<file path="src/design/pll_divider_search_defines.svh">
// Assertion macros shared by the PLL divider search design.
`ifndef PLL_DIVIDER_SEARCH_DEFINES_SVH
`define PLL_DIVIDER_SEARCH_DEFINES_SVH

// Same-cycle implication, sampled on clk_i and disabled during reset.
`define PDS_ASSERT_IMP(name, ante, cons) \
  name: assert property (@(posedge clk_i) disable iff (!rst_ni) (ante) |-> (cons)) \
    else $error("pll divider search check failed");

// Next-cycle implication, sampled on clk_i and disabled during reset.
`define PDS_ASSERT_NXT(name, ante, cons) \
  name: assert property (@(posedge clk_i) disable iff (!rst_ni) (ante) |=> (cons)) \
    else $error("pll divider search check failed");

`endif

</file>
<file path="src/design/pds_pkg.sv">
// Types and constants of the PLL divider search.
`default_nettype none

package pds_pkg;

  localparam int unsigned SrcW   = 26;
  localparam int unsigned TgtW   = 27;
  localparam int unsigned ClkW   = 24;
  localparam int unsigned Q6W    = 22;
  localparam int unsigned VcoW   = 31;
  localparam int unsigned FreqW  = 28;
  localparam int unsigned NW     = 7;
  localparam int unsigned MCodeW = 3;
  localparam int unsigned RCodeW = 2;
  localparam int unsigned DivW   = 4;
  localparam int unsigned RemW   = 3;
  localparam int unsigned CntW   = 5;
  localparam int unsigned RecipW = 25;
  localparam int unsigned RecipShift = 27;
  localparam int unsigned ProdW  = ClkW + RecipW;

  localparam logic [TgtW-1:0]   TargetReset = TgtW'(80000000);
  localparam logic [SrcW-1:0]   ClkMin      = SrcW'(4000000);
  localparam logic [SrcW-1:0]   ClkMax      = SrcW'(16000000);
  localparam logic [VcoW-1:0]   VcoMin      = VcoW'(64000000);
  localparam logic [VcoW-1:0]   VcoMax      = VcoW'(344000000);
  localparam logic [NW-1:0]     NLow        = NW'(8);
  localparam logic [NW-1:0]     NHigh       = NW'(86);
  localparam logic [MCodeW-1:0] MCodeLast   = MCodeW'(7);
  localparam logic [MCodeW-1:0] MCodeNone   = MCodeW'(1);
  localparam logic [DivW-1:0]   DivBySix    = DivW'(6);
  localparam logic [CntW-1:0]   DivLastStep = CntW'(SrcW - 1);

  // Reciprocal of six, rounded up, scaled by 2^27; exact for dividends below 2^25.
  localparam logic [RecipW-1:0] RecipSix    = RecipW'(22369622);

  // Output divider codes, r / 2 - 1.
  localparam logic [RCodeW-1:0] RCodeDiv2 = 2'd0;
  localparam logic [RCodeW-1:0] RCodeDiv4 = 2'd1;
  localparam logic [RCodeW-1:0] RCodeDiv6 = 2'd2;
  localparam logic [RCodeW-1:0] RCodeDiv8 = 2'd3;

  typedef enum logic [2:0] {
    ST_IDLE,
    ST_MDIV_GO,
    ST_MDIV_WAIT,
    ST_QDIV_GO,
    ST_QDIV_WAIT,
    ST_SWEEP,
    ST_NEXT_M,
    ST_DONE
  } pds_state_e;

  // Commands from the controller to the datapath.
  typedef struct packed {
    logic load_src;
    logic div_go_m;
    logic div_go_6;
    logic cap_clk;
    logic cap_q6;
    logic init_sweep;
    logic sweep_step;
    logic next_m;
    logic load_out;
  } pds_cmd_t;

  // Status from the datapath to the controller.
  typedef struct packed {
    logic div_done;
    logic clk_ok;
    logic n_last;
    logic m_last;
    logic out_busy;
  } pds_stat_t;

endpackage

`default_nettype wire

</file>
<file path="src/design/pll_divider_search.sv">
// Each m runs a serial src/m, one quotient bit per cycle, and a step to the next m;
// an m with src/m in range adds clk/6 and an 87-step VCO sweep.
// Items are taken one at a time: the next input is taken only after the result enters
// the result register, which waits while the previous result drains from the output.
// Reset clears control state and sets the target to 80 MHz; no memory, no clearing pass.
`default_nettype none
`include "pll_divider_search_defines.svh"

module pll_divider_search (
  input  wire logic        clk_i,
  input  wire logic        rst_ni,
  // Configuration write channel: target frequency in Hz.
  input  wire logic        cfg_valid_i,
  output logic             cfg_ready_o,
  input  wire logic [26:0] cfg_data_i,    // [26:0] target_freq
  // Input stream.
  input  wire logic        s_axis_tvalid,
  output logic             s_axis_tready,
  input  wire logic [31:0] s_axis_tdata,  // [25:0] src_freq, [31:26] zero
  // Output stream.
  output logic             m_axis_tvalid,
  input  wire logic        m_axis_tready,
  output logic [39:0]      m_axis_tdata   // [2:0] m_code, [9:3] n_mult, [11:10] r_code,
                                          // [38:12] freq_shortfall, [39] zero
);
  import pds_pkg::*;

  logic [TgtW-1:0]   target_q;
  pds_cmd_t          ctrl_cmd;
  pds_stat_t         dp_stat;
  logic [MCodeW-1:0] out_m_code;
  logic [NW-1:0]     out_n_mult;
  logic [RCodeW-1:0] out_r_code;
  logic [TgtW-1:0]   out_shortfall;

  // Target register, written by the configuration channel.
  assign cfg_ready_o = 1'b1;

  always_ff @(posedge clk_i or negedge rst_ni) begin
    if (!rst_ni) begin
      target_q <= TargetReset;
    end else if (cfg_valid_i && cfg_ready_o) begin
      target_q <= cfg_data_i;
    end
  end

  pds_ctrl u_ctrl (
    .clk_i      (clk_i),
    .rst_ni     (rst_ni),
    .in_valid_i (s_axis_tvalid),
    .in_ready_o (s_axis_tready),
    .stat_i     (dp_stat),
    .cmd_o      (ctrl_cmd)
  );

  pds_datapath u_datapath (
    .clk_i           (clk_i),
    .rst_ni          (rst_ni),
    .cmd_i           (ctrl_cmd),
    .stat_o          (dp_stat),
    .src_i           (s_axis_tdata[SrcW-1:0]),
    .target_i        (target_q),
    .out_valid_o     (m_axis_tvalid),
    .out_ready_i     (m_axis_tready),
    .out_m_code_o    (out_m_code),
    .out_n_mult_o    (out_n_mult),
    .out_r_code_o    (out_r_code),
    .out_shortfall_o (out_shortfall)
  );

  // Pack the result fields, lowest field first.
  assign m_axis_tdata = {1'b0, out_shortfall, out_r_code, out_n_mult, out_m_code};

  // The search starts on every accepted transaction, so the block is busy next cycle.
  `PDS_ASSERT_NXT(a_busy_after_accept, s_axis_tvalid && s_axis_tready, !s_axis_tready)
  // A new result only appears after the controller loads the result register.
  `PDS_ASSERT_IMP(a_result_from_load, $rose(m_axis_tvalid), $past(ctrl_cmd.load_out))
  // The chosen multiplier always lies in the legal range.
  `PDS_ASSERT_IMP(a_n_range, m_axis_tvalid, (out_n_mult >= NLow) && (out_n_mult <= NHigh))
  // Sweep steps never coincide with a divider done flag.
  `PDS_ASSERT_IMP(a_sweep_quiet, ctrl_cmd.sweep_step, !dp_stat.div_done)

endmodule

`default_nettype wire

</file>
<file path="src/design/pds_div.sv">
// Restoring divider by a small divisor, one quotient bit per cycle.
`default_nettype none

module pds_div (
  input  wire logic                      clk_i,
  input  wire logic                      rst_ni,
  input  wire logic                      start_i,
  input  wire logic [pds_pkg::SrcW-1:0]  dividend_i,
  input  wire logic [pds_pkg::DivW-1:0]  divisor_i,
  output logic                           done_o,
  output logic [pds_pkg::SrcW-1:0]       quot_o
);
  import pds_pkg::*;

  logic              busy_q, busy_d;
  logic              done_q, done_d;
  logic [CntW-1:0]   cnt_q, cnt_d;
  logic [SrcW-1:0]   work_q, work_d;
  logic [RemW-1:0]   rem_q, rem_d;
  logic [DivW-1:0]   dvs_q, dvs_d;
  logic [DivW-1:0]   trial;
  logic              fits;

  // One restoring step: bring down the next dividend bit and try a subtract.
  assign trial = {rem_q, work_q[SrcW-1]};
  assign fits  = trial >= dvs_q;

  always_comb begin
    busy_d = busy_q;
    done_d = 1'b0;
    cnt_d  = cnt_q;
    work_d = work_q;
    rem_d  = rem_q;
    dvs_d  = dvs_q;
    if (start_i) begin
      busy_d = 1'b1;
      cnt_d  = '0;
      work_d = dividend_i;
      rem_d  = '0;
      dvs_d  = divisor_i;
    end else if (busy_q) begin
      rem_d  = fits ? RemW'(trial - dvs_q) : RemW'(trial);
      work_d = {work_q[SrcW-2:0], fits};
      cnt_d  = cnt_q + CntW'(1);
      if (cnt_q == DivLastStep) begin
        busy_d = 1'b0;
        done_d = 1'b1;
      end
    end
  end

  always_ff @(posedge clk_i or negedge rst_ni) begin
    if (!rst_ni) begin
      busy_q <= 1'b0;
      done_q <= 1'b0;
      cnt_q  <= '0;
    end else begin
      busy_q <= busy_d;
      done_q <= done_d;
      cnt_q  <= cnt_d;
    end
  end

  always_ff @(posedge clk_i) begin
    work_q <= work_d;
    rem_q  <= rem_d;
    dvs_q  <= dvs_d;
  end

  assign done_o = done_q;
  assign quot_o = work_q;

endmodule

`default_nettype wire

</file>
<file path="src/design/pds_ctrl.sv">
// Sequencing state machine of the PLL divider search.
`default_nettype none

module pds_ctrl (
  input  wire logic               clk_i,
  input  wire logic               rst_ni,
  input  wire logic               in_valid_i,
  output logic                    in_ready_o,
  input  wire pds_pkg::pds_stat_t stat_i,
  output pds_pkg::pds_cmd_t       cmd_o
);
  import pds_pkg::*;

  pds_state_e state_q, state_d;

  // Next state.
  always_comb begin
    state_d = state_q;
    unique case (state_q)
      ST_IDLE:      if (in_valid_i) state_d = ST_MDIV_GO;
      ST_MDIV_GO:   state_d = ST_MDIV_WAIT;
      ST_MDIV_WAIT: begin
        if (stat_i.div_done) state_d = stat_i.clk_ok ? ST_QDIV_GO : ST_NEXT_M;
      end
      ST_QDIV_GO:   state_d = ST_QDIV_WAIT;
      ST_QDIV_WAIT: if (stat_i.div_done) state_d = ST_SWEEP;
      ST_SWEEP:     if (stat_i.n_last) state_d = ST_NEXT_M;
      ST_NEXT_M:    state_d = stat_i.m_last ? ST_DONE : ST_MDIV_GO;
      ST_DONE:      if (!stat_i.out_busy) state_d = ST_IDLE;
      default:      state_d = ST_IDLE;
    endcase
  end

  // Outputs.
  always_comb begin
    cmd_o      = '0;
    in_ready_o = 1'b0;
    unique case (state_q)
      ST_IDLE: begin
        in_ready_o     = 1'b1;
        cmd_o.load_src = in_valid_i;
      end
      ST_MDIV_GO:   cmd_o.div_go_m = 1'b1;
      ST_MDIV_WAIT: cmd_o.cap_clk  = stat_i.div_done;
      ST_QDIV_GO:   cmd_o.div_go_6 = 1'b1;
      ST_QDIV_WAIT: begin
        cmd_o.cap_q6     = stat_i.div_done;
        cmd_o.init_sweep = stat_i.div_done;
      end
      ST_SWEEP:     cmd_o.sweep_step = 1'b1;
      ST_NEXT_M:    cmd_o.next_m     = !stat_i.m_last;
      ST_DONE:      cmd_o.load_out   = !stat_i.out_busy;
      default: begin
        cmd_o      = '0;
        in_ready_o = 1'b0;
      end
    endcase
  end

  always_ff @(posedge clk_i or negedge rst_ni) begin
    if (!rst_ni) begin
      state_q <= ST_IDLE;
    end else begin
      state_q <= state_d;
    end
  end

endmodule

`default_nettype wire

</file>
<file path="src/design/pds_datapath.sv">
// Datapath: divider, VCO sweep, best-candidate tracking and result register.
`default_nettype none

module pds_datapath (
  input  wire logic                       clk_i,
  input  wire logic                       rst_ni,
  input  wire pds_pkg::pds_cmd_t          cmd_i,
  output pds_pkg::pds_stat_t              stat_o,
  input  wire logic [pds_pkg::SrcW-1:0]   src_i,
  input  wire logic [pds_pkg::TgtW-1:0]   target_i,
  output logic                            out_valid_o,
  input  wire logic                       out_ready_i,
  output logic [pds_pkg::MCodeW-1:0]      out_m_code_o,
  output logic [pds_pkg::NW-1:0]          out_n_mult_o,
  output logic [pds_pkg::RCodeW-1:0]      out_r_code_o,
  output logic [pds_pkg::TgtW-1:0]        out_shortfall_o
);
  import pds_pkg::*;

  // Search registers.
  logic [SrcW-1:0]   src_q;
  logic [MCodeW-1:0] mcode_q;
  logic [ClkW-1:0]   clk_q;
  logic [Q6W-1:0]    q6_q;
  logic [RemW-1:0]   r6_q;
  logic              q6_done_q;
  logic [NW-1:0]     n_q;
  logic [VcoW-1:0]   vco_q;
  logic [FreqW-1:0]  f6_q;
  logic [RemW-1:0]   rem6_q;
  logic [TgtW-1:0]   best_diff_q;
  logic [MCodeW-1:0] best_m_q;
  logic [NW-1:0]     best_n_q;
  logic [RCodeW-1:0] best_r_q;

  // Result register.
  logic              out_valid_q;
  logic [MCodeW-1:0] out_m_q;
  logic [NW-1:0]     out_n_q;
  logic [RCodeW-1:0] out_r_q;
  logic [TgtW-1:0]   out_diff_q;

  // Divider connections.
  logic              div_start;
  logic [SrcW-1:0]   div_dividend;
  logic [DivW-1:0]   div_divisor;
  logic              div_done;
  logic [SrcW-1:0]   div_quot;

  // Division of clk by six.
  logic [ProdW-1:0]  q6_prod;
  logic [Q6W-1:0]    q6_calc;
  logic [DivW-1:0]   q6_times6;
  logic [RemW-1:0]   r6_calc;

  // Candidate evaluation.
  logic [FreqW-1:0]  tgt_ext, f2, f4, f8, f_sel;
  logic              fit2, fit4, fit6, fit8;
  logic [RCodeW-1:0] r_sel;
  logic              in_win, better;
  logic [TgtW-1:0]   diff;
  logic [DivW-1:0]   rem_sum;
  logic              rem_wrap;

  // The serial divider gives src / m.
  assign div_start    = cmd_i.div_go_m;
  assign div_dividend = src_q;
  assign div_divisor  = DivW'({1'b0, mcode_q}) + DivW'(1);

  pds_div u_div (
    .clk_i      (clk_i),
    .rst_ni     (rst_ni),
    .start_i    (div_start),
    .dividend_i (div_dividend),
    .divisor_i  (div_divisor),
    .done_o     (div_done),
    .quot_o     (div_quot)
  );

  // clk / 6 by reciprocal multiplication; the remainder only needs the low bits,
  // since it lies below six.
  assign q6_prod   = ProdW'(clk_q) * ProdW'(RecipSix);
  assign q6_calc   = q6_prod[RecipShift +: Q6W];
  assign q6_times6 = DivW'(q6_q[RemW-1:0]) * DivBySix;
  assign r6_calc   = RemW'(DivW'(clk_q[RemW-1:0]) - q6_times6);

  // Outputs of the four dividers fall with r, so the first one not above
  // the target is the largest achievable output for this VCO.
  assign tgt_ext = FreqW'(target_i);
  assign f2      = vco_q[FreqW:1];
  assign f4      = vco_q[FreqW+1:2];
  assign f8      = vco_q[FreqW+2:3];
  assign fit2    = f2 <= tgt_ext;
  assign fit4    = f4 <= tgt_ext;
  assign fit6    = f6_q <= tgt_ext;
  assign fit8    = f8 <= tgt_ext;

  always_comb begin
    if (fit2) begin
      f_sel = f2;
      r_sel = RCodeDiv2;
    end else if (fit4) begin
      f_sel = f4;
      r_sel = RCodeDiv4;
    end else if (fit6) begin
      f_sel = f6_q;
      r_sel = RCodeDiv6;
    end else begin
      f_sel = f8;
      r_sel = RCodeDiv8;
    end
  end

  assign in_win = (n_q >= NLow) && (vco_q >= VcoMin) && (vco_q <= VcoMax);
  assign diff   = TgtW'(tgt_ext - f_sel);
  assign better = in_win && fit8 && (diff < best_diff_q);

  // Running remainder of vco / 6, kept below six with one correction.
  assign rem_sum  = DivW'(rem6_q) + DivW'(r6_q);
  assign rem_wrap = rem_sum >= DivBySix;

  // Status toward the controller.
  always_comb begin
    stat_o          = '0;
    stat_o.div_done = div_done | q6_done_q;
    stat_o.clk_ok   = (div_quot >= ClkMin) && (div_quot <= ClkMax);
    stat_o.n_last   = n_q == NHigh;
    stat_o.m_last   = mcode_q == MCodeLast;
    stat_o.out_busy = out_valid_q && !out_ready_i;
  end

  // The quotient by six is ready in the cycle after it is requested.
  always_ff @(posedge clk_i or negedge rst_ni) begin
    if (!rst_ni) begin
      q6_done_q <= 1'b0;
    end else begin
      q6_done_q <= cmd_i.div_go_6;
    end
  end

  // Search registers.
  always_ff @(posedge clk_i) begin
    if (cmd_i.load_src) begin
      src_q       <= src_i;
      mcode_q     <= '0;
      best_diff_q <= target_i;
      best_m_q    <= MCodeNone;
      best_n_q    <= NLow;
      best_r_q    <= RCodeDiv2;
    end
    if (cmd_i.next_m) begin
      mcode_q <= mcode_q + MCodeW'(1);
    end
    if (cmd_i.cap_clk) begin
      clk_q <= div_quot[ClkW-1:0];
    end
    if (cmd_i.div_go_6) begin
      q6_q <= q6_calc;
    end
    if (cmd_i.cap_q6) begin
      r6_q <= r6_calc;
    end
    if (cmd_i.init_sweep) begin
      n_q    <= '0;
      vco_q  <= '0;
      f6_q   <= '0;
      rem6_q <= '0;
    end
    if (cmd_i.sweep_step) begin
      if (better) begin
        best_diff_q <= diff;
        best_m_q    <= mcode_q;
        best_n_q    <= n_q;
        best_r_q    <= r_sel;
      end
      n_q   <= n_q + NW'(1);
      vco_q <= vco_q + VcoW'(clk_q);
      if (rem_wrap) begin
        rem6_q <= RemW'(rem_sum - DivBySix);
        f6_q   <= f6_q + FreqW'(q6_q) + FreqW'(1);
      end else begin
        rem6_q <= RemW'(rem_sum);
        f6_q   <= f6_q + FreqW'(q6_q);
      end
    end
  end

  // Result register: holds the answer until the output transaction completes.
  always_ff @(posedge clk_i or negedge rst_ni) begin
    if (!rst_ni) begin
      out_valid_q <= 1'b0;
    end else if (cmd_i.load_out) begin
      out_valid_q <= 1'b1;
    end else if (out_ready_i) begin
      out_valid_q <= 1'b0;
    end
  end

  always_ff @(posedge clk_i) begin
    if (cmd_i.load_out) begin
      out_m_q    <= best_m_q;
      out_n_q    <= best_n_q;
      out_r_q    <= best_r_q;
      out_diff_q <= best_diff_q;
    end
  end

  assign out_valid_o     = out_valid_q;
  assign out_m_code_o    = out_m_q;
  assign out_n_mult_o    = out_n_q;
  assign out_r_code_o    = out_r_q;
  assign out_shortfall_o = out_diff_q;

endmodule

`default_nettype wire

</file>
<file path="config.mk">
export PLATFORM = sky130hd
export DESIGN_NAME = pll_divider_search
export DESIGN_NICKNAME = d
export VERILOG_FILES = /design/src/design/pds_pkg.sv /design/src/design/pll_divider_search.sv /design/src/design/pds_div.sv /design/src/design/pds_ctrl.sv /design/src/design/pds_datapath.sv
export VERILOG_INCLUDE_DIRS = /design/src /design/src/design
export SDC_FILE = /design/constraint.sdc
export NUM_CORES = 1
export LEC_CHECK = 0
export ABC_CLOCK_PERIOD_IN_PS = 9600
export BUFFER_PORTS_ARGS = -buffer_cell sky130_fd_sc_hd__buf_2
export CAP_MARGIN = 0
export CORE_MARGIN = 4
export CORE_UTILIZATION = 60
export DETAILED_ROUTE_END_ITERATION = 12
export GPL_ROUTABILITY_DRIVEN = 0
export PLACE_DENSITY = 0.78
export SETUP_SLACK_MARGIN = 0.15
export SLEW_MARGIN = 30
export SYNTH_ARGS = -nofsm -noshare
export SYNTH_HDL_FRONTEND = slang
export SYNTH_SLANG_ARGS = --single-unit
</file>
<file path="constraint.sdc">
create_clock -name clk_i -period 9.6 [get_ports clk_i]
set_clock_uncertainty 0.2 [all_clocks]
set_input_delay 1.92 -clock clk_i [delete_from_list [all_inputs] [get_ports clk_i]]
set_output_delay 1.92 -clock clk_i [all_outputs]
set_load 0.05 [all_outputs]
</file>
* Word level (Yosys, flattened, before mapping)
Index checks and enable logic that the tools add are counted.
** Operators by class
- $add $sub $neg :: 12
- $mul :: 2
- Order comparisons :: 12
- Equal/unequal tests :: 15
- Multiplexer cells :: 60
- Bitwise logic cells :: 1
- Reduce and logical (&&, ||, !) cells :: 15
** Operators by type and width (count)
- 27-bit 2-to-1 mux :: 6
- 28-bit by 27-bit <= comparator with 1-bit output :: 4
- 28-bit 2-to-1 mux :: 3
- 31-bit 2-to-1 mux :: 2
- 26-bit 2-to-1 mux :: 2
- 24-bit by 24-bit multiplier with 48-bit output (second input constant) :: 1
- 3-bit 2-to-1 mux :: 16
- 7-bit 2-to-1 mux :: 5
- 31-bit by 24-bit adder with 31-bit output :: 1
- 31-bit by 26-bit greater-or-equal comparator with 1-bit output (second input constant) :: 1
- 31-bit by 29-bit <= comparator with 1-bit output (second input constant) :: 1
- 28-bit by 1-bit adder with 28-bit output (second input constant) :: 1
- 28-bit by 22-bit adder with 28-bit output :: 1
- 27-bit < comparator :: 1
- 27-bit subtractor :: 1
- 26-bit by 22-bit greater-or-equal comparator with 1-bit output (second input constant) :: 1
- 26-bit by 24-bit <= comparator with 1-bit output (second input constant) :: 1
- 3-bit case mux with 8 select lines :: 1
- 1-bit 2-to-1 mux :: 17
- 3-bit == test (second input constant) :: 5
- 2-bit 2-to-1 mux :: 6
- 5-bit 2-to-1 mux :: 2
- 2-bit nonzero test :: 4
- 7-bit by 1-bit adder with 7-bit output (second input constant) :: 1
- other kinds (21) :: 33
** Storage, ports and cells
- Flip-flop bits (word level) :: 297
- Bits of input ports :: 64
- Output and inout port bits :: 43
- Word-level logic and storage cells :: 144

* Depth between registers and ports, before layout
Gate-level depths: netlist (run 1).
- Word-level depth :: 9
- Mapped depth :: 34
- Gate-level depth less buffers :: 33

* Cells and area by module
A second synthesis (run 1) with hierarchy kept.
** Second synthesis, totals
- Cells, all modules :: 2869
- Area, all modules :: 29851.1 um^2
** By module, submodules not included
- pds_datapath :: instances 1, cells each 2652, area an instance 26566.7 um^2, sequential area each 6416.2 um^2
- pds_div :: instances 1, cells each 119, area an instance 1843.0 um^2, sequential area each 1136.1 um^2
- pll_divider_search :: instances 1, cells each 61, area an instance 1138.6 um^2, sequential area each 685.7 um^2
- pds_ctrl :: instances 1, cells each 37, area an instance 302.8 um^2, sequential area each 75.1 um^2

* Worst setup path after synthesis (run 1)
Ideal clock, no wire load.
- Path type :: reg-to-reg
- Start :: register target_q[13]
- End :: register u_datapath.best_diff_q[18]
- Setup time :: 121 ps
- Arrival :: 7030 ps
- Data required time :: 9279 ps
- Setup slack :: 2250 ps
- Stages on the path, launching flop included :: 31
- Clock period less this slack :: 7350 ps
- Cells stage by stage :: dfstp_2 inv_1 ha_1 a211oi_1 o21bai_1 a221o_1 a2111o_1 o21bai_1 nand2_1 clkbuf_1 nand2_1 o21ai_0 mux2i_1 ha_1 o21a_1 o31a_1 o31a_1 a221oi_1 o21ai_1 a211oi_1 o21ai_0 a31oi_1 xnor2_1 ha_1 nor2b_1 o21ai_0 nor4b_1 nand2_1 nor4_2 buf_2 mux2_2
** On the way
- Cells in the longest elaborated chain, start to end :: 9
- Elaborated cells on any way between the ends :: 13
- Classes of those cells :: add/sub (1); order compare (5); mux (5); reduce/logical (2)
** RTL lines
- from (decl) :: RTL line pll_divider_search.sv:28 : logic [TgtW-1:0] target_q;
- from (signal assigned) :: RTL line pll_divider_search.sv:41 : target_q <= TargetReset;
- from (signal assigned) :: RTL line pll_divider_search.sv:43 : target_q <= cfg_data_i;
- 28-bit by 27-bit <= comparator with 1-bit output :: RTL line pds_datapath.sv:95 : assign fit6 = f6_q <= tgt_ext;
- 27-bit 2-to-1 mux :: RTL line pds_datapath.sv:105 : end else if (fit6) begin
- 27-bit 2-to-1 mux :: RTL line pds_datapath.sv:102 : end else if (fit4) begin
- 27-bit 2-to-1 mux :: RTL line pds_datapath.sv:99 : if (fit2) begin
- 27-bit subtractor :: RTL line pds_datapath.sv:115 : assign diff = TgtW'(tgt_ext - f_sel);
- 27-bit < comparator :: RTL line pds_datapath.sv:116 : assign better = in_win && fit8 && (diff < best_diff_q);
- 1-bit logical AND :: RTL line pds_datapath.sv:116
- 27-bit 2-to-1 mux * :: RTL line pds_datapath.sv:170 : if (better) begin
- 27-bit 2-to-1 mux * :: RTL line pds_datapath.sv:169 : if (cmd_i.sweep_step) begin
- to (signal assigned) :: RTL line pds_datapath.sv:146 : best_diff_q <= target_i;
- to (signal assigned) :: RTL line pds_datapath.sv:171 : best_diff_q <= diff;
- to (decl) :: RTL line pds_datapath.sv:31 : logic [TgtW-1:0] best_diff_q;
Every way passes the cells marked *; elsewhere a longest branch is shown, timed or not.
A chain may end at the register's enable or synchronous reset.

* Final worst setup path (run 1)
- Start :: register target_q[10]
- End :: register u_datapath.best_diff_q[9]
The elaborated chain is that of the path after synthesis.

==> results of run 1 <==
-- how the worst min path moves through the flow --
| stage | cells after the start | startpoint | endpoint | slack (ns) |
|---|---|---|---|---|
| after global placement | 0 | u_datapath.best_n_q[3] | u_datapath.out_n_mult_o[3] | 0.21 |
| after detailed placement | 0 | u_datapath.best_n_q[3] | u_datapath.out_n_mult_o[3] | 0.21 |
| after global routing | 0 | u_datapath.best_n_q[1] | u_datapath.out_n_mult_o[1] | 0.25 |
| final | 0 | u_datapath.best_n_q[3] | u_datapath.out_n_mult_o[3] | 0.23 |
| after CTS | 0 | u_datapath.best_n_q[3] | u_datapath.out_n_mult_o[3] | 0.23 |
| after floorplan | 0 | u_datapath.best_n_q[3] | u_datapath.out_n_mult_o[3] | 0.20 |
-- layer usage --
| metal | wire, microns | GRT usage [%] |
|---|---|---|
| met1 | 29600 | 35.2 |
| met5 | 13 | 0 |
| met2 | 34900 | 47.3 |
| met4 | 3520 | 11.6 |
| met3 | 5060 | 5.18 |
-- stage by stage --
| stage | cells | setup slack (ns) | power (mW) | area (sq um) | hold slack, ns |
|---|---|---|---|---|---|
| detailed placement | 3603 | 0.807 | 10.6 | 30800 | 0.215 |
| global placement | 3601 | 1.03 | 10.2 | 30700 | 0.210 |
| floorplan | 2895 | 2.25 | 8.58 | 29600 | 0.200 |
| global route | 3668 | 0.221 | 13.4 | 32000 | 0.252 |
| CTS | 3667 | 0.696 | 12.1 | 32000 | 0.231 |
| finish | 3669 | 0.580 | 12.3 | 32000 | 0.227 |
-- logic make-up (layout without fill, tap and decap cells) --
kind of cell	after synthesis	after routing	share of synthesized area, %
adder cells (fa/ha/maj)	701	701	35.3
AND/OR/NAND/NOR	608	608	10.3
AO/OA/AOI/OAI	545	545	11.8
buffers and inverters	497	606	6.53
flip-flops	297	297	28.1
XOR/XNOR	126	126	3.73
multiplexers	119	119	4.25
other	2	3	0.0254
-- power groups by stage --
| stage | Clock [mW] | Combinational (mW) | Sequential, mW |
|---|---|---|---|
| floorplan | 0 | 6.27 | 2.30 |
| global placement | 0 | 7.83 | 2.39 |
| detailed placement | 0 | 8.19 | 2.41 |
| CTS | 1.42 | 8.33 | 2.39 |
| global route | 1.48 | 9.47 | 2.44 |
| finish | 1.39 | 8.47 | 2.40 |
-- cells in the final DEF, fill, tap and decap left out, types with 12 or more instances in the layout --
cell type and n:
sky130_fd_sc_hd__o21bai_1 15, sky130_fd_sc_hd__a211oi_1 27, sky130_fd_sc_hd__dfxtp_1 42, sky130_fd_sc_hd__nor3_1 39, sky130_fd_sc_hd__a21oi_1 132, sky130_fd_sc_hd__o21a_1 22, sky130_fd_sc_hd__fa_1 225, sky130_fd_sc_hd__inv_1 430
sky130_fd_sc_hd__a21o_1 57, sky130_fd_sc_hd__dfrtp_1 31, sky130_fd_sc_hd__nand3_1 38, sky130_fd_sc_hd__ha_1 476, sky130_fd_sc_hd__a31oi_1 12, sky130_fd_sc_hd__nand2_1 168, sky130_fd_sc_hd__xor2_1 53, sky130_fd_sc_hd__o21ai_0 163
sky130_fd_sc_hd__buf_2 97, sky130_fd_sc_hd__o211ai_1 15, sky130_fd_sc_hd__xnor2_1 73, sky130_fd_sc_hd__mux2i_1 66, sky130_fd_sc_hd__nor2_1 167, sky130_fd_sc_hd__nand2b_1 19, sky130_fd_sc_hd__clkbuf_16 35, sky130_fd_sc_hd__nand4_1 42
sky130_fd_sc_hd__nor2b_1 18, sky130_fd_sc_hd__nor4_1 18, sky130_fd_sc_hd__mux2_2 51, sky130_fd_sc_hd__edfxtp_1 216
-- registers in the layout, indices dropped and copies added (netlist names), 7 cells and up --
signal                      flops
u_datapath.out_n_mult_o         7
u_datapath.n_q                  7
target_q                       27
u_datapath.u_div.quot_o        26
u_datapath.best_diff_q         27
u_datapath.vco_q               31
u_datapath.q6_q                22
u_datapath.clk_q               24
u_datapath.out_shortfall_o     27
u_datapath.div_dividend        26
u_datapath.best_n_q             7
u_datapath.f6_q                28
-- repair_timing --
action | in CTS | in global routing
buffers inserted | 0 | 0
resized for setup | 0 | 1
setup endpoints to repair | 0 | 2
endpoints found under the hold margin | 0 | 0
-- worst max-delay path, delay by kind of cell (launching register included) --
kind | cells | cell delay, ns
compound gates | 9 | 2.91
simple gates | 11 | 2.31
fa+ha+maj | 3 | 1.07
buf+inv | 4 | 0.96
mux | 2 | 0.72
flops | 1 | 0.54
xor+xnor | 1 | 0.14
-- final cells by class --
cell class | instances | area [sq um]
flip-flops and latches | 297 | 8310
repair buffers | 111 | 651
fillers | 3709 | 16800
well taps | 664 | 831
inverters | 431 | 1620
clock buffers | 46 | 937
clock inverters | 18 | 262
diodes | 1 | 2.50
multi-input cells | 2101 | 19400
==> impl_metrics.env, run 1 <==
export IMPL_critical_path_max_stage_delay_ns=0.83
export IMPL_synth_top_cell_area_share_pct=21.9
export IMPL_commonest_register_cell_after_synthesis="sky130_fd_sc_hd__edfxtp_1"
export IMPL_num_vias=22012
export IMPL_post_synth_most_frequent_cells="476 x sky130_fd_sc_hd__ha_1, 431 x sky130_fd_sc_hd__inv_1, 225 x sky130_fd_sc_hd__fa_1"
export IMPL_groute_usage_overall_pct=27.8
export IMPL_buffer_ports_inserted=98
export IMPL_wirelength_microns=73100
export IMPL_static_leakage_power_nw=14.6
export IMPL_layout_drive_gt1_share_pct=8.79
export IMPL_max_slew_headroom_pct=34.7
export IMPL_via_count_normalized_by_instance_count=6.00
export IMPL_synth_lib_cells_used_distinct=98
export IMPL_syn_inst=2895
export IMPL_synth_sequential_area_ratio_pct=28.1
export IMPL_ff2ff_setup_slack_ns=0.58
export IMPL_setup_worst_path_end="u_datapath.best_diff_q[9]"
export IMPL_p_sw_mw=5.94
export IMPL_synth_cell_area_sq_mm=0.0296
export IMPL_drt_pre_antenna_iters=6
export IMPL_ant_nets=0
export IMPL_crit_path_start="target_q[10]"
export IMPL_data_arrival_time_of_the_worst_path_ns=9.26
export IMPL_synth_nets=3660
export IMPL_reg2regPathDepth=30
export IMPL_worst_hold_path_type="register to register"
export IMPL_die_h_microns=230
export IMPL_initial_core_util_pct=60.6
export IMPL_timing_rr_start="target_q[10]"
export IMPL_pwr_share_clk_pct=11.4
export IMPL_report_final_hold_viol_count=0
export IMPL_num_rows=81
export IMPL_worst_slew_pin_slew_ns=0.955
export IMPL_antenna_found_initial=1
export IMPL_post_synth_top_count_cell="sky130_fd_sc_hd__ha_1"
export IMPL_ws_path_type="register to register"
export IMPL_report_final_slew_viol_count=0
export IMPL_p_sw_share_pct=48.5
export IMPL_critical_path_reg2reg_endpoint="u_datapath.best_diff_q[9]"
export IMPL_worstPathMaxFanout=36
export IMPL_synth_top_area_cell="sky130_fd_sc_hd__edfxtp_1"
export IMPL_setup_violations_final=0
export IMPL_grt_overflow_total=0
export IMPL_post_synth_cell_area_avg_sq_um=10.2
export IMPL_max_clock_freq_ghz=0.111
export IMPL_ys_top_cells_by_area="sky130_fd_sc_hd__edfxtp_1 22%, sky130_fd_sc_hd__ha_1 20%, sky130_fd_sc_hd__fa_1 15%, sky130_fd_sc_hd__inv_1 5.5%, sky130_fd_sc_hd__dfxtp_1 2.8%"
export IMPL_fraction_of_power_consumed_by_combinational_cells_pct=69.1
export IMPL_remaining_drc_errors=0
export IMPL_cts_hold_buffers=0
export IMPL_status="finished, final reports clean"
export IMPL_grt_pass1_wl_microns=119000
export IMPL_dp_hpwl_microns=58400
export IMPL_synthArstFlopShare_pct=13.1
export IMPL_cts_tree="built"
export IMPL_intPower_mw=6.32
export IMPL_clock_sinks=297
export IMPL_slowest_stage="sky130_fd_sc_hd__a2111oi_0"
export IMPL_grt_max_degree=67
export IMPL_setup_worst_path_start_class="register"
export IMPL_fin_crit_sh_pct=94.0
export IMPL_final_nets=3742
export IMPL_yosysWarnings=0
export IMPL_tns_ns=0
export IMPL_critical_path_endpoint_category="register"
export IMPL_routedWlPerCell_microns=19.9
export IMPL_worstSkewPairLatency_ns=0.56
export IMPL_boundaryPins=107
export IMPL_cts_clk_slew_worst_paths_ns=0.06
export IMPL_cts_root_buf="sky130_fd_sc_hd__clkbuf_16"
export IMPL_layout_min_cycle_time_ns=9.02
export IMPL_synth_ff_latch_count=297
export IMPL_htree_num_levels=2
export IMPL_syn2layout_area_growth_pct=8.20
export IMPL_vias_in_the_first_global_route=22626
export IMPL_cp_data_required_time_ns=9.84
export IMPL_finish_utilization_pct=65.5
export IMPL_core_area_sq_mm=0.0488
export IMPL_cts_buffers=35
export IMPL_seqPwrFrac_pct=19.6
export IMPL_ctsLongestPathBuffers=3
export IMPL_cellPowerDensity_mw_per_mm2=383
export IMPL_dieWidth_microns=230
export IMPL_number_of_flops_mapped_to_enable_cells_by_yosys=216
export IMPL_peakVddDrop_mv=0.644
export IMPL_die_area_sq_mm=0.0529
export IMPL_drt_first_iter_violations=1655
export IMPL_drv_cap=0
export IMPL_rsz0062_at_grt="false"
Power figures use the tool's default switching activity.
==> inputs of run 2 (changes only) <==
CAP_MARGIN = 30   (was 0)
PLACE_DENSITY = default   (was 0.78)
PLACE_DENSITY_LB_ADDON = 0.25   (was default)
==> run 2 against run 1 <==
  * Die area did not move
  * Global-route usage fell by 0.32 points
  * Clock power fell by 6%
  * Setup slack improved by 0.068 ns
  * Sequential cell count did not move
  * Count of clock-buffer cells in the layout rose by 1
  * Highest routed layer is now met4
  * Hold slack got worse by 0.012 ns
  * Design area barely moved
  * Non-clock buffer count rose by 6
  * Final cell count barely moved
  * Utilization fell by 0.062 points
==> impl_metrics.env, run 2 (synthesis results as in run 1) <==
export IMPL_vias_in_the_first_global_route=22862
export IMPL_buffer_ports_inserted=98
export IMPL_clock_sinks=297
export IMPL_critical_path_top_delay_family="compound AO/OA/AOI/OAI gates"
export IMPL_cellPowerDensity_mw_per_mm2=378
export IMPL_setup_worst_path_start_class="register"
export IMPL_layout_drive_gt1_share_pct=8.95
export IMPL_max_clock_freq_ghz=0.112
export IMPL_critical_path_max_stage_delay_ns=0.67
export IMPL_ctsResizeCount=0
export IMPL_final_cell_mix="476 x sky130_fd_sc_hd__ha_1, 430 x sky130_fd_sc_hd__inv_1, 225 x sky130_fd_sc_hd__fa_1, 216 x sky130_fd_sc_hd__edfxtp_1, 168 x sky130_fd_sc_hd__nand2_1"
export IMPL_most_common_library_cell_in_the_layout_ignoring_fill_and_taps="sky130_fd_sc_hd__ha_1"
export IMPL_ctsLongestPathBuffers=3
export IMPL_cts_clk_slew_worst_paths_ns=0.06
export IMPL_groute_usage_overall_pct=27.5
export IMPL_status="finished, final reports clean"
export IMPL_htree_num_levels=2
export IMPL_wirelength_microns=72400
export IMPL_grt_overflow_total=0
export IMPL_wl_met2_microns=34400
export IMPL_cp_buffers_inverters=2
export IMPL_slowest_stage="sky130_fd_sc_hd__a2111oi_0"
export IMPL_final_fill_count=3794
export IMPL_flip_flop_count_of_the_largest_register_after_layout=31
export IMPL_grt_max_degree=67
export IMPL_worstSkewPairLatency_ns=0.54
export IMPL_cts_tree="built"
export IMPL_wl_met3_microns=4350
export IMPL_fin_crit_sh_pct=93.2
export IMPL_boundaryPins=107
export IMPL_cts_buffers=34
export IMPL_drt_pre_antenna_iters=5
export IMPL_die_area_sq_mm=0.0529
export IMPL_drv_cap=0
export IMPL_cp_data_required_time_ns=9.81
export IMPL_worst_hold_path_type="register to register"
export IMPL_static_leakage_power_nw=14.7
export IMPL_via_count_normalized_by_instance_count=5.99
export IMPL_num_vias=21989
export IMPL_dp_hpwl_microns=58400
export IMPL_ws_path_type="register to register"
export IMPL_antenna_found_initial=0
export IMPL_cts_hold_buffers=0
export IMPL_worst_slew_pin_slew_ns=0.923
export IMPL_max_slew_headroom_pct=36.9
export IMPL_peakVddDrop_mv=0.515
export IMPL_initial_core_util_pct=60.6
export IMPL_num_rows=81
export IMPL_die_h_microns=230
export IMPL_critical_path_endpoint_category="register"
export IMPL_drt_first_iter_violations=1664
export IMPL_syn2layout_area_growth_pct=8.10
export IMPL_report_final_hold_viol_count=0
export IMPL_post_cts_buffers=0
export IMPL_drt_met1_wl_microns=29600
export IMPL_reg_top3="u_datapath.vco_q: 31 flops, u_datapath.f6_q: 28 flops"
export IMPL_worstPathMaxFanout=46
export IMPL_rsz0062_at_grt="false"
export IMPL_highest_signal_layer="met4"
export IMPL_remaining_drc_errors=0
export IMPL_routedWlPerCell_microns=19.7
export IMPL_antenna_cells=0
export IMPL_grt_pass1_wl_microns=117000
export IMPL_finish_utilization_pct=65.5
export IMPL_final_nets=3747
export IMPL_ant_nets=0
export IMPL_data_arrival_time_of_the_worst_path_ns=9.16
export IMPL_top_reg_by_flops="u_datapath.vco_q"
export IMPL_setup_violations_final=0
export IMPL_tns_ns=0
export IMPL_core_area_sq_mm=0.0488
export IMPL_cts_root_buf="sky130_fd_sc_hd__clkbuf_16"
export IMPL_dieWidth_microns=230
export IMPL_layout_min_cycle_time_ns=8.95
export IMPL_report_final_slew_viol_count=0
==> run 2: changes by cell type in the layout (fill, tap and decap cells not counted), moves of 2 or more <==
cell                         before  now
sky130_fd_sc_hd__buf_4           11   15
sky130_fd_sc_hd__bufinv_16        5    2
sky130_fd_sc_hd__clkbuf_1         9    6
sky130_fd_sc_hd__clkbuf_8         2    5
sky130_fd_sc_hd__clkinvlp_4       2    0
==> run 2: power breakdown <==
part	switching (mW)	leakage (nW)	internal [mW]
clock	0.527	0.557	0.780
sequential	0.377	2.84	2.01
combinational	4.93	11.3	3.47
total	5.84	14.7	6.26
==> run 2: final cells by class <==
type,instances,area [sq um],share of cell area [%]
multi-input cells,2101,19400,60.6
flip-flops and latches,297,8310,26.0
inverters,431,1620,5.06
clock buffers,47,992,3.10
well taps,664,831,2.60
repair buffers,117,706,2.21
clock inverters,14,129,0.403
==> run 2: through the flow <==
stage | setup slack [ns] | instances | cell area (sq um) | hold slack [ns] | total power, mW
3_3_place_gp | 1.02 | 3606 | 30800 | 0.214 | 10.3
6_report | 0.649 | 3671 | 32000 | 0.216 | 12.1
4_1_cts | 0.791 | 3670 | 32000 | 0.212 | 12.1
5_1_grt | 0.168 | 3671 | 32000 | 0.219 | 13.3
3_5_place_dp | 0.876 | 3609 | 30800 | 0.213 | 10.7
2_1_floorplan | 2.25 | 2895 | 29600 | 0.200 | 8.58
==> run 2: metal layers <==
layer	global-route usage, %	vias up
met2	46.4	748
met5	0	-
met4	13.4	0
met3	3.85	231
li1	-	10327
met1	35.1	10683
==> run 2: worst paths after layout <==
kind	from	end	cells after the start	slack, ns
worst max-delay path	u_datapath.vco_q[7]	u_datapath.best_n_q[3]	28	0.65
worst min-delay path	u_datapath.best_n_q[5]	u_datapath.out_n_mult_o[5]	0	0.22
worst max register to register	u_datapath.vco_q[7]	u_datapath.best_n_q[3]	28	0.65
worst min register to register	u_datapath.best_n_q[5]	u_datapath.out_n_mult_o[5]	0	0.22
max in group asynchronous	rst_ni	target_q[22]	2	7.51
min in group asynchronous	rst_ni	target_q[0]	1	1.12
==> inputs of run 3 (changes only) <==
CTS_BUF_LIST = sky130_fd_sc_hd__clkbuf_4   (was default)
REMOVE_ABC_BUFFERS = 1   (was default)
==> run 3 against run 2 <==
  * Utilization fell by 0.27 points
  * Non-clock buffer count shrank 1
  * Via count is 0.82% higher
  * Count of clock-buffer cells in the layout is 67 higher
  * Sequential share of layout area grew 0.11 points
  * Register-to-register slack improved by 0.27 ns
  * Largest cell class unchanged
  * Combinational power hardly changed
==> impl_metrics.env, run 3 (synthesis results as in run 1) <==
export IMPL_cts_hold_buffers=0
export IMPL_boundaryPins=107
export IMPL_p_sw_share_pct=49.4
export IMPL_initial_core_util_pct=60.6
export IMPL_postPlaceCellArea_sq_mm=0.0308
export IMPL_layout_min_cycle_time_ns=8.68
export IMPL_ws_path_type="register to register"
export IMPL_drt_first_iter_violations=1553
export IMPL_grt_overflow_total=0
export IMPL_vias_in_the_first_global_route=22950
export IMPL_core_area_sq_mm=0.0488
export IMPL_routedWlPerCell_microns=19.5
export IMPL_ff2ff_setup_slack_ns=0.92
export IMPL_syn2layout_area_growth_pct=7.65
export IMPL_fraction_of_power_consumed_by_combinational_cells_pct=70.6
export IMPL_via_count_normalized_by_instance_count=5.90
export IMPL_slowest_stage="sky130_fd_sc_hd__nor4_1"
export IMPL_reg2regPathDepth=28
export IMPL_remaining_drc_errors=0
export IMPL_peakVddDrop_mv=0.475
export IMPL_layout_drive_gt1_share_pct=10.9
export IMPL_final_nets=3789
export IMPL_critical_path_endpoint_category="register"
export IMPL_cts_root_buf="sky130_fd_sc_hd__clkbuf_4"
export IMPL_report_final_slew_viol_count=0
export IMPL_worstPathMaxFanout=36
export IMPL_dieWidth_microns=230
export IMPL_finish_utilization_pct=65.2
export IMPL_worst_slew_pin_slew_ns=1.02
export IMPL_cts_tree="built"
export IMPL_drv_cap=0
export IMPL_ctsResizeCount=0
export IMPL_dp_hpwl_microns=58200
export IMPL_final_fill_count=3887
export IMPL_num_vias=22170
export IMPL_ant_nets=0
export IMPL_clock_sinks=297
export IMPL_fin_crit_sh_pct=90.5
export IMPL_most_common_library_cell_in_the_layout_ignoring_fill_and_taps="sky130_fd_sc_hd__ha_1"
export IMPL_tns_ns=0
export IMPL_data_arrival_time_of_the_worst_path_ns=9.20
export IMPL_setup_worst_path_start_class="register"
export IMPL_grt_pass1_wl_microns=118000
export IMPL_pwr_share_clk_pct=9.3
export IMPL_post_cts_buffers=0
export IMPL_antenna_found_initial=3
export IMPL_buffer_ports_inserted=98
export IMPL_flip_flop_count_of_the_largest_register_after_layout=31
export IMPL_worstSkewPairLatency_ns=0.88
export IMPL_design_area_sq_mm=0.0319
export IMPL_crit_path_start="target_q[26]"
export IMPL_worst_hold_path_type="register to register"
export IMPL_grt_max_degree=67
export IMPL_cts_clk_slew_worst_paths_ns=0.07
export IMPL_top_reg_by_flops="u_datapath.vco_q"
export IMPL_final_cell_mix="476 x sky130_fd_sc_hd__ha_1, 430 x sky130_fd_sc_hd__inv_1, 225 x sky130_fd_sc_hd__fa_1, 216 x sky130_fd_sc_hd__edfxtp_1, 168 x sky130_fd_sc_hd__nand2_1"
export IMPL_setup_worst_path_end="u_datapath.best_diff_q[2]"
export IMPL_htree_num_levels=3
export IMPL_max_slew_headroom_pct=32.0
export IMPL_rsz0062_at_grt="false"
export IMPL_critical_path_max_stage_delay_ns=0.87
export IMPL_wirelength_microns=73300
export IMPL_reg_top3="u_datapath.vco_q: 31 flops, u_datapath.f6_q: 28 flops"
export IMPL_ctsLongestPathBuffers=3
export IMPL_die_h_microns=230
export IMPL_cts_buffers=77
export IMPL_timing_rr_start="target_q[26]"
export IMPL_cp_data_required_time_ns=10.11
export IMPL_intPower_mw=6.03
export IMPL_report_final_hold_viol_count=0
export IMPL_critical_path_reg2reg_endpoint="u_datapath.best_diff_q[2]"
export IMPL_p_sw_mw=5.88
export IMPL_max_clock_freq_ghz=0.115
export IMPL_num_rows=81
export IMPL_static_leakage_power_nw=14.7
export IMPL_seqPwrFrac_pct=20.1
export IMPL_drt_pre_antenna_iters=5
export IMPL_setup_violations_final=0
export IMPL_groute_usage_overall_pct=28.1
export IMPL_status="finished, final reports clean"
export IMPL_die_area_sq_mm=0.0529
export IMPL_cellPowerDensity_mw_per_mm2=374
-- run 3: layout make-up --
type,instances,area (sq um),share of cell area (%)
Inverter,431,1620,5.08
Timing Repair Buffer,116,691,2.17
Sequential cell,297,8310,26.1
Multi-Input combinational cell,2101,19400,60.9
Clock buffer,114,856,2.69
Tap cell,664,831,2.61
Antenna cell,9,22.5,0.0707
Clock inverter,27,138,0.432
-- run 3: worst max-delay path: cells and delay by family, from the launching register on --
family,cells,cell delay (ns)
buf+inv,3,0.88
xor+xnor,1,0.17
flops,1,0.51
fa+ha+maj,3,0.96
simple gates,8,2.20
compound gates,10,2.81
mux,3,0.78
-- run 3: worst min path at each step --
stage	from	slack [ns]	cells past startpoint	endpoint
final	u_datapath.best_n_q[6]	0.23	0	u_datapath.out_n_mult_o[6]
after global routing	u_datapath.best_n_q[6]	0.23	0	u_datapath.out_n_mult_o[6]
after CTS	u_datapath.best_n_q[6]	0.21	0	u_datapath.out_n_mult_o[6]
after detailed placement	u_datapath.best_r_q[1]	0.21	0	u_datapath.out_r_code_o[1]
after global placement	u_datapath.best_n_q[3]	0.21	0	u_datapath.out_n_mult_o[3]
after floorplan	u_datapath.best_n_q[3]	0.20	0	u_datapath.out_n_mult_o[3]
-- run 3: power by group through the flow --
stage	logic [mW]	clock network [mW]	registers, mW
finish	8.41	1.10	2.40
global route	9.45	1.21	2.43
CTS	8.35	1.14	2.38
detailed placement	8.27	0	2.41
global placement	7.95	0	2.39
floorplan	6.19	0	2.32
-- run 3: through the flow --
step,cells,power [mW],setup slack [ns],hold WS (ns)
6_report,3759,11.9,0.916,0.226
5_1_grt,3759,13.1,0.531,0.225
4_1_cts,3749,11.9,1.05,0.206
3_5_place_dp,3608,10.7,1.13,0.213
3_3_place_gp,3606,10.3,1.29,0.205
2_1_floorplan,2829,8.52,-0.262,0.200
-- run 3: routing by layer --
| metal | part of all wire (%) | vias to the layer above | GRT usage [%] | wire [microns] |
|---|---|---|---|---|
| met5 | 0 | - | 0 | 0 |
| met4 | 5.9 | 0 | 15.3 | 4350 |
| met3 | 6.3 | 221 | 5.09 | 4630 |
| met2 | 46 | 743 | 45.6 | 33800 |
| met1 | 42 | 10716 | 35.8 | 30400 |
| li1 | - | 10490 | - | - |
